===== src/abd_pkg.sv =====
// Shared types and constants for the blocklist alert dedupe block.
`default_nettype none
package abd_pkg;

  // 13-bit fragment offset inside the flags/offset word
  localparam logic [15:0] OFFSET_MASK = 16'h1fff;

  // Result status codes
  localparam logic [1:0] ST_OK         = 2'd0;
  localparam logic [1:0] ST_BLOCK_FULL = 2'd1;
  localparam logic [1:0] ST_SEEN_FULL  = 2'd2;
  localparam logic [1:0] ST_DUPLICATE  = 2'd3;

  // Request function codes
  localparam logic FUNC_LOAD  = 1'b0;
  localparam logic FUNC_CHECK = 1'b1;

  // Classified operation carried through the queue
  typedef enum logic [1:0] {
    OP_LOAD,
    OP_CHECK,
    OP_SKIP
  } op_t;

  typedef enum logic [1:0] {
    ES_IDLE,
    ES_SCAN_BLK,
    ES_SCAN_SEEN,
    ES_FINISH
  } eng_state_t;

  typedef struct packed {
    op_t         op;
    logic [31:0] key_a;
    logic [31:0] key_b;
    logic [15:0] ekind;
  } item_t;

  // Queue head as seen by the engine
  typedef struct packed {
    logic  vld;
    item_t item;
  } q_head_t;

endpackage
`default_nettype wire


===== src/abd_front.sv =====
// Front end: accept and classify requests into a two-entry queue.
`default_nettype none
module abd_front
  import abd_pkg::*;
(
  input  wire logic        clk,
  input  wire logic        rst_n,
  input  wire logic        in_valid,
  output      logic        in_ready,
  input  wire logic        in_func,
  input  wire logic [31:0] in_entry_addr,
  input  wire logic [31:0] in_src_addr,
  input  wire logic [31:0] in_dst_addr,
  input  wire logic [15:0] in_frag_field,
  input  wire logic [15:0] in_ether_kind,
  output      q_head_t     head,
  input  wire logic        pop
);

  item_t       q_r [2];
  logic        wp_r, wp_nxt, rp_r, rp_nxt;
  logic [1:0]  cnt_r, cnt_nxt;
  logic        push;
  item_t       cls;

  assign in_ready = (cnt_r != 2'd2);
  assign push     = in_valid && in_ready;

  // Classify the request
  always_comb begin
    cls.ekind = in_ether_kind;
    if (in_func == FUNC_LOAD) begin
      cls.op    = OP_LOAD;
      cls.key_a = in_entry_addr;
      cls.key_b = in_entry_addr;
    end else begin
      cls.op    = ((in_frag_field & OFFSET_MASK) == 16'd0) ? OP_CHECK : OP_SKIP;
      cls.key_a = in_src_addr;
      cls.key_b = in_dst_addr;
    end
  end

  // Advance pointers and occupancy
  always_comb begin
    wp_nxt  = push ? ~wp_r : wp_r;
    rp_nxt  = pop ? ~rp_r : rp_r;
    cnt_nxt = cnt_r + {1'b0, push} - {1'b0, pop};
  end

  always_ff @(posedge clk) begin
    if (!rst_n) begin
      wp_r  <= 1'b0;
      rp_r  <= 1'b0;
      cnt_r <= 2'd0;
    end else begin
      wp_r  <= wp_nxt;
      rp_r  <= rp_nxt;
      cnt_r <= cnt_nxt;
    end
  end

  always_ff @(posedge clk) begin
    if (push) begin
      q_r[wp_r] <= cls;
    end
  end

  assign head.vld  = (cnt_r != 2'd0);
  assign head.item = q_r[rp_r];

endmodule
`default_nettype wire


===== config.mk =====
export PLATFORM = sky130hd
export DESIGN_NAME = abd_front
export DESIGN_NICKNAME = d
export VERILOG_FILES = /design/src/abd_pkg.sv /design/src/abd_front.sv
export SDC_FILE = /design/constraint.sdc
export NUM_CORES = 1
export LEC_CHECK = 0
export BUFFER_PORTS_ARGS = -buffer_cell sky130_fd_sc_hd__buf_2
export CAP_MARGIN = 15
export CORE_ASPECT_RATIO = 1.2
export CORE_MARGIN = 4
export CORE_UTILIZATION = 51
export DETAILED_ROUTE_END_ITERATION = 7
export GPL_TIMING_DRIVEN = 0
export PLACE_DENSITY = 0.81
export RECOVER_POWER = 25
export SETUP_SLACK_MARGIN = 0.05
export SYNTH_ARGS = -nofsm -noshare
export SYNTH_HDL_FRONTEND = slang
export SYNTH_SLANG_ARGS = --single-unit

===== constraint.sdc =====
create_clock -name clk -period 3.3 [get_ports clk]
set_input_delay 0.495 -clock clk [delete_from_list [all_inputs] [get_ports clk]]
set_output_delay 0.495 -clock clk [all_outputs]
set_load 0.01 [all_outputs]

Yosys cells after proc, flatten, opt, wreduce, memory -nomap -nowiden
Memory sizes are Yosys's and may differ from the RTL's. A register that Yosys moved wholly into a read port is not among the register bits.
Cells that the tools add are included.
{"block": "word_totals", "out_inout_bits": 84, "memories": 1, "ramBits": 164, "inputBits": 133, "regBits": 4}
{"name": "q_r", "depth": 2, "width": 82, "read_ports": 1, "rd_clocked_by_memory_dff": 1, "wr": 1, "line_no": "abd_front.sv:20", "source": "item_t q_r [2];"}
{"block": "op_classes", "reduce_logical": 3, "n_eq_ne": 1, "add_sub_neg": 2, "bitwise_logic": 2, "muxes": 6}
{"cell": "two-way mux 66 bit", "n": 1}
{"cell": "zero test 16 bit", "n": 1}
{"cell": "two-way mux 1 bit", "n": 4}
{"cell": "adder 2 x 1 -> 2 bit", "n": 1}
{"cell": "two-way mux 2 bit", "n": 1}
{"cell": "!= test 2 bit (second input constant)", "n": 1}
{"cell": "inverter 1 bit", "n": 2}
{"cell": "nonzero test 2 bit", "n": 1}
{"cell": "subtractor 2 x 1 -> 2 bit", "n": 1}
{"cell": "logical AND 1 bit", "n": 1}

Depth between registers and ports, before layout
{"block": "logic_depth", "depth_word": 4, "depth_mapped": 7, "ltp_nobuf": 7}

Worst setup path after synthesis
Ideal clock, no wire load.
{"block": "synth_path", "path_type": "flip-flop to flip-flop", "from": "register cnt_r[0]", "to": "memory q_r[1][0] (netlist name) (enable)", "stages_incl_launch_ff": 3, "setup_slack_ns": 0.267, "period_less_slack_ns": 3.033, "arrival_time_ns": 2.583, "required_time_ns": 2.850, "cell_sequence": "dfxtp_1 -> nand2b_1 -> and3_1"}
{"block": "synth_via", "elab_chain_cells": 4}
{"item": "from (decl)", "line_no": "abd_front.sv:22", "source": "logic [1:0] cnt_r, cnt_nxt;"}
{"item": "from (signal assigned)", "line_no": "abd_front.sv:58", "source": "cnt_r <= cnt_nxt;"}
{"item": "!= test 2 bit", "line_no": "abd_front.sv:26", "source": "assign in_ready = (cnt_r != 2'd2);"}
{"item": "via in_ready", "line_no": "abd_front.sv:9", "source": "output logic in_ready,"}
{"item": "logical AND 1 bit", "line_no": "abd_front.sv:27", "source": "assign push = in_valid && in_ready;"}
{"item": "two-way mux 1 bit", "line_no": "abd_front.sv:63", "source": "if (push) begin"}
{"item": "two-way mux 1 bit (implied by the code)", "line_no": "abd_front.sv:64", "source": "q_r[wp_r] <= cls;"}
{"item": "to (decl)", "line_no": "abd_front.sv:20"}
The timed path passes the listed nets, and every way through them passes these cells.

==> flow_summary.ini <==
[die]
fp-row-count = 46
effective_utilization_at_floorplan = 0.5214
die-width_um = 114.2
dieArea_sq_um = 15470
die_h_um = 135.4
coreArea_sq_um = 13240
ios = 217

[logic_synthesis]
seq_area_frac_synth = 0.7281
synth_top_area_share = 0.7136
synth_enable_flop_cells = 164
synthesis.area_sq_um = 6902
async_flop_share = 0
post_synthesis_average_cell_area_sq_um = 14.97
number_of_standard_cells_after_synthesis = 461
synth.distinct_cells = 30
yosysTopAreaCell = edfxtp_1
synth_top_cells_by_area = edfxtp_1, mux2_2, nand2_1, dfxtp_1, buf_6
syn-num-nets = 595
synth_ff_type = edfxtp_1
ys_ff_latch = 169
synthesis.yosys.warnings = 0

[pwr]
power_density_nw_per_um2 = 622.1
seq_power_share = 0.481
comb_power_share = 0.147
swShare = 0.2308
p_int_mw = 4.218
vdd_drop_max_uv = 423.1
power.net_switching_mw = 1.266
static_leakage_power_nw = 3.672
power.share.clock = 0.371

[sta]
final.hold.worst_slack_ns = 0.2735
timing.slew.headroom = 0.5939
timing.final.max_slew_violations = 0
hold_violations = 0
setup_viols_final = 0
finalCriticalPeriod_ns = 2.138
unrepaired_setup_endpoints_after_global_routing = no
timing.final.ws_setup_ns = 1.162
fmax_mhz = 467.8
final.period_utilization = 0.6478
worst_slew_pin_slew_ns = 0.6092
fin_worst_skew_ns = 0.005980

[global_routing]
number_of_antenna_violations_at_the_first_check_in_global_routing = 1
groute.layer.met2.usage = 0.3577
overflow = 0
gr-usage-all-layers = 0.1977
global_route_wire_length_before_repair_um = 23180
first_global_vias = 4662
grt_max_degree = 43
top_usage_layer = met2
use_met1 = 0.2275
met3_usage = 0.04692

[route]
number_of_vias_per_cell_after_detailed_routing = 5.123
detail_route.drc_violations = 0
route.detailed.wl_per_inst_um = 17.46
dr_total_vias = 4488
initial_drc_count = 163
route.antenna.remaining_nets = 0
drt_first_pass_iters = 6
finalWirelength_um = 15300

[placement]
pre_cts_slack_ns = 1.311
place.port_buffers = 213
gp_congestion = 0.7676
detailed_place_hpwl_um = 10710
placed_cells = 844

[cells_and_area]
seqCellArea_sq_um = 5025
final-instance-count-excl-fill = 876
finished_core_util = 0.6659
ant_diodes = 0
layout.cells.most_common = buf_2
fillerInstances = 1001
drive_above_1_share = 0.4633
finalNetCount = 829
layout.cells.most_common_list = buf_2, edfxtp_1, nand2_1, mux2_2, clkbuf_1
multi_input_area_sq_um = 1725
area_growth_pct = 27.72

[worst_setup_path]
setup.worst_path.end_class = output port
worstPathArrival_ns = 1.64
critPathSlowestCell = mux2_2
worstPathBufferInverterCount = 3
start_kind = register
timing.critical_path.slowest_cell_delay_ns = 0.36
critical-path-top-delay-family = buffers and inverters
critical_path.cell_chain = buf_4, buf_6, mux2_2, buf_2
setup.worst_path.class = register to output port
crit_fanout = 10
endpoint_required_time_on_the_critical_path_ns = 2.80
worst-r2r-setup-slack_ns = 1.40

[run_status]
outcome = finished, final reports clean

[clock_network]
clk_path_buf_depth = 2
cts_post_setup_buffers_inserted = 0
clock_latency_on_the_worst_skew_pair_ns = 0.41
cts.htree.levels = 4
cts-root-buf = clkbuf_16
cts-hold-fix-buffers = 0
cts_num_sinks = 169
path_clk_slew_ns = 0.06
tritoncts = done
ctsResizeCount = 0
cts-buffers-inserted = 17

[job]
timing.max_cap.violations = 0

[min_path]
hold_class = input pin to register
## power groups by stage
stage / Clock, mW / Sequential [mW] / Combinational (mW)
after floorplan: 0 / 2.68 / 0.468
after global placement: 0 / 2.69 / 0.779
after detailed placement: 0 / 2.68 / 0.818
after CTS: 2.07 / 2.64 / 0.824
after global routing: 2.17 / 2.65 / 0.879
final: 2.04 / 2.64 / 0.808
## metal layers
layer | share of wire | vias to the layer above
met3 | 0.060 | 20
met4 | 0.018 | 2
met1 | 0.38 | 2164
met2 | 0.54 | 168
li1 | - | 2134
met5 | 0.00078 | -
## state kept, by name (all words and copies together), names as in the netlist, named ones only
| name | cells |
|---|---|
| q_r | 164 |
| rp_r | 1 |
| wp_r | 1 |
| cnt_r | 2 |
## metrics by stage
step / total power [mW] / TNS [ns] / cell area (sq um)
finish: 5.483 / 0 / 8815
global route: 5.701 / 0 / 8815
CTS: 5.536 / 0 / 8836
detailed placement: 3.502 / 0 / 8225
global placement: 3.472 / -81.36 / 8178
floorplan: 3.148 / 0 / 6902
## synthesized netlist by cell type, drive strengths merged, types with 2 or more instances
cell / instances
buf: 18
inv: 3
nand3b: 2
nor2: 2
nand2: 162
edfxtp: 164
nor4: 2
and2: 4
a21boi: 2
mux2: 82
dfxtp: 5
## cells by family after synthesis
logic type,Yosys count,synth area share
mux,83,0.1352
xor+xnor,2,0.002539
simple gates,179,0.1032
flops,169,0.7281
compound gates,5,0.006527
buf+inv,22,0.02266
fa+ha+maj,1,0.001813
## path summary, 6_finish.rpt
path	startpoint	endpoint	cells past startpoint
worst max-delay path	register	head[35]	4
worst min register to register	rp_r	register	2
worst min-delay path	in_ether_kind[6]	q_r[0][6]	1
worst max register to register	cnt_r[0]	q_r[1][13]	3
## final cells by class
class / count / area share
sequential: 169 / 0.5701
tap: 168 / 0.02385
multi-input combinational: 270 / 0.1957
clock buffer: 20 / 0.04954
clock inverter: 12 / 0.01973
timing repair buffer: 215 / 0.1242
inverter: 3 / 0.001561
buffer: 19 / 0.01533
Power figures use the tool's default switching activity.
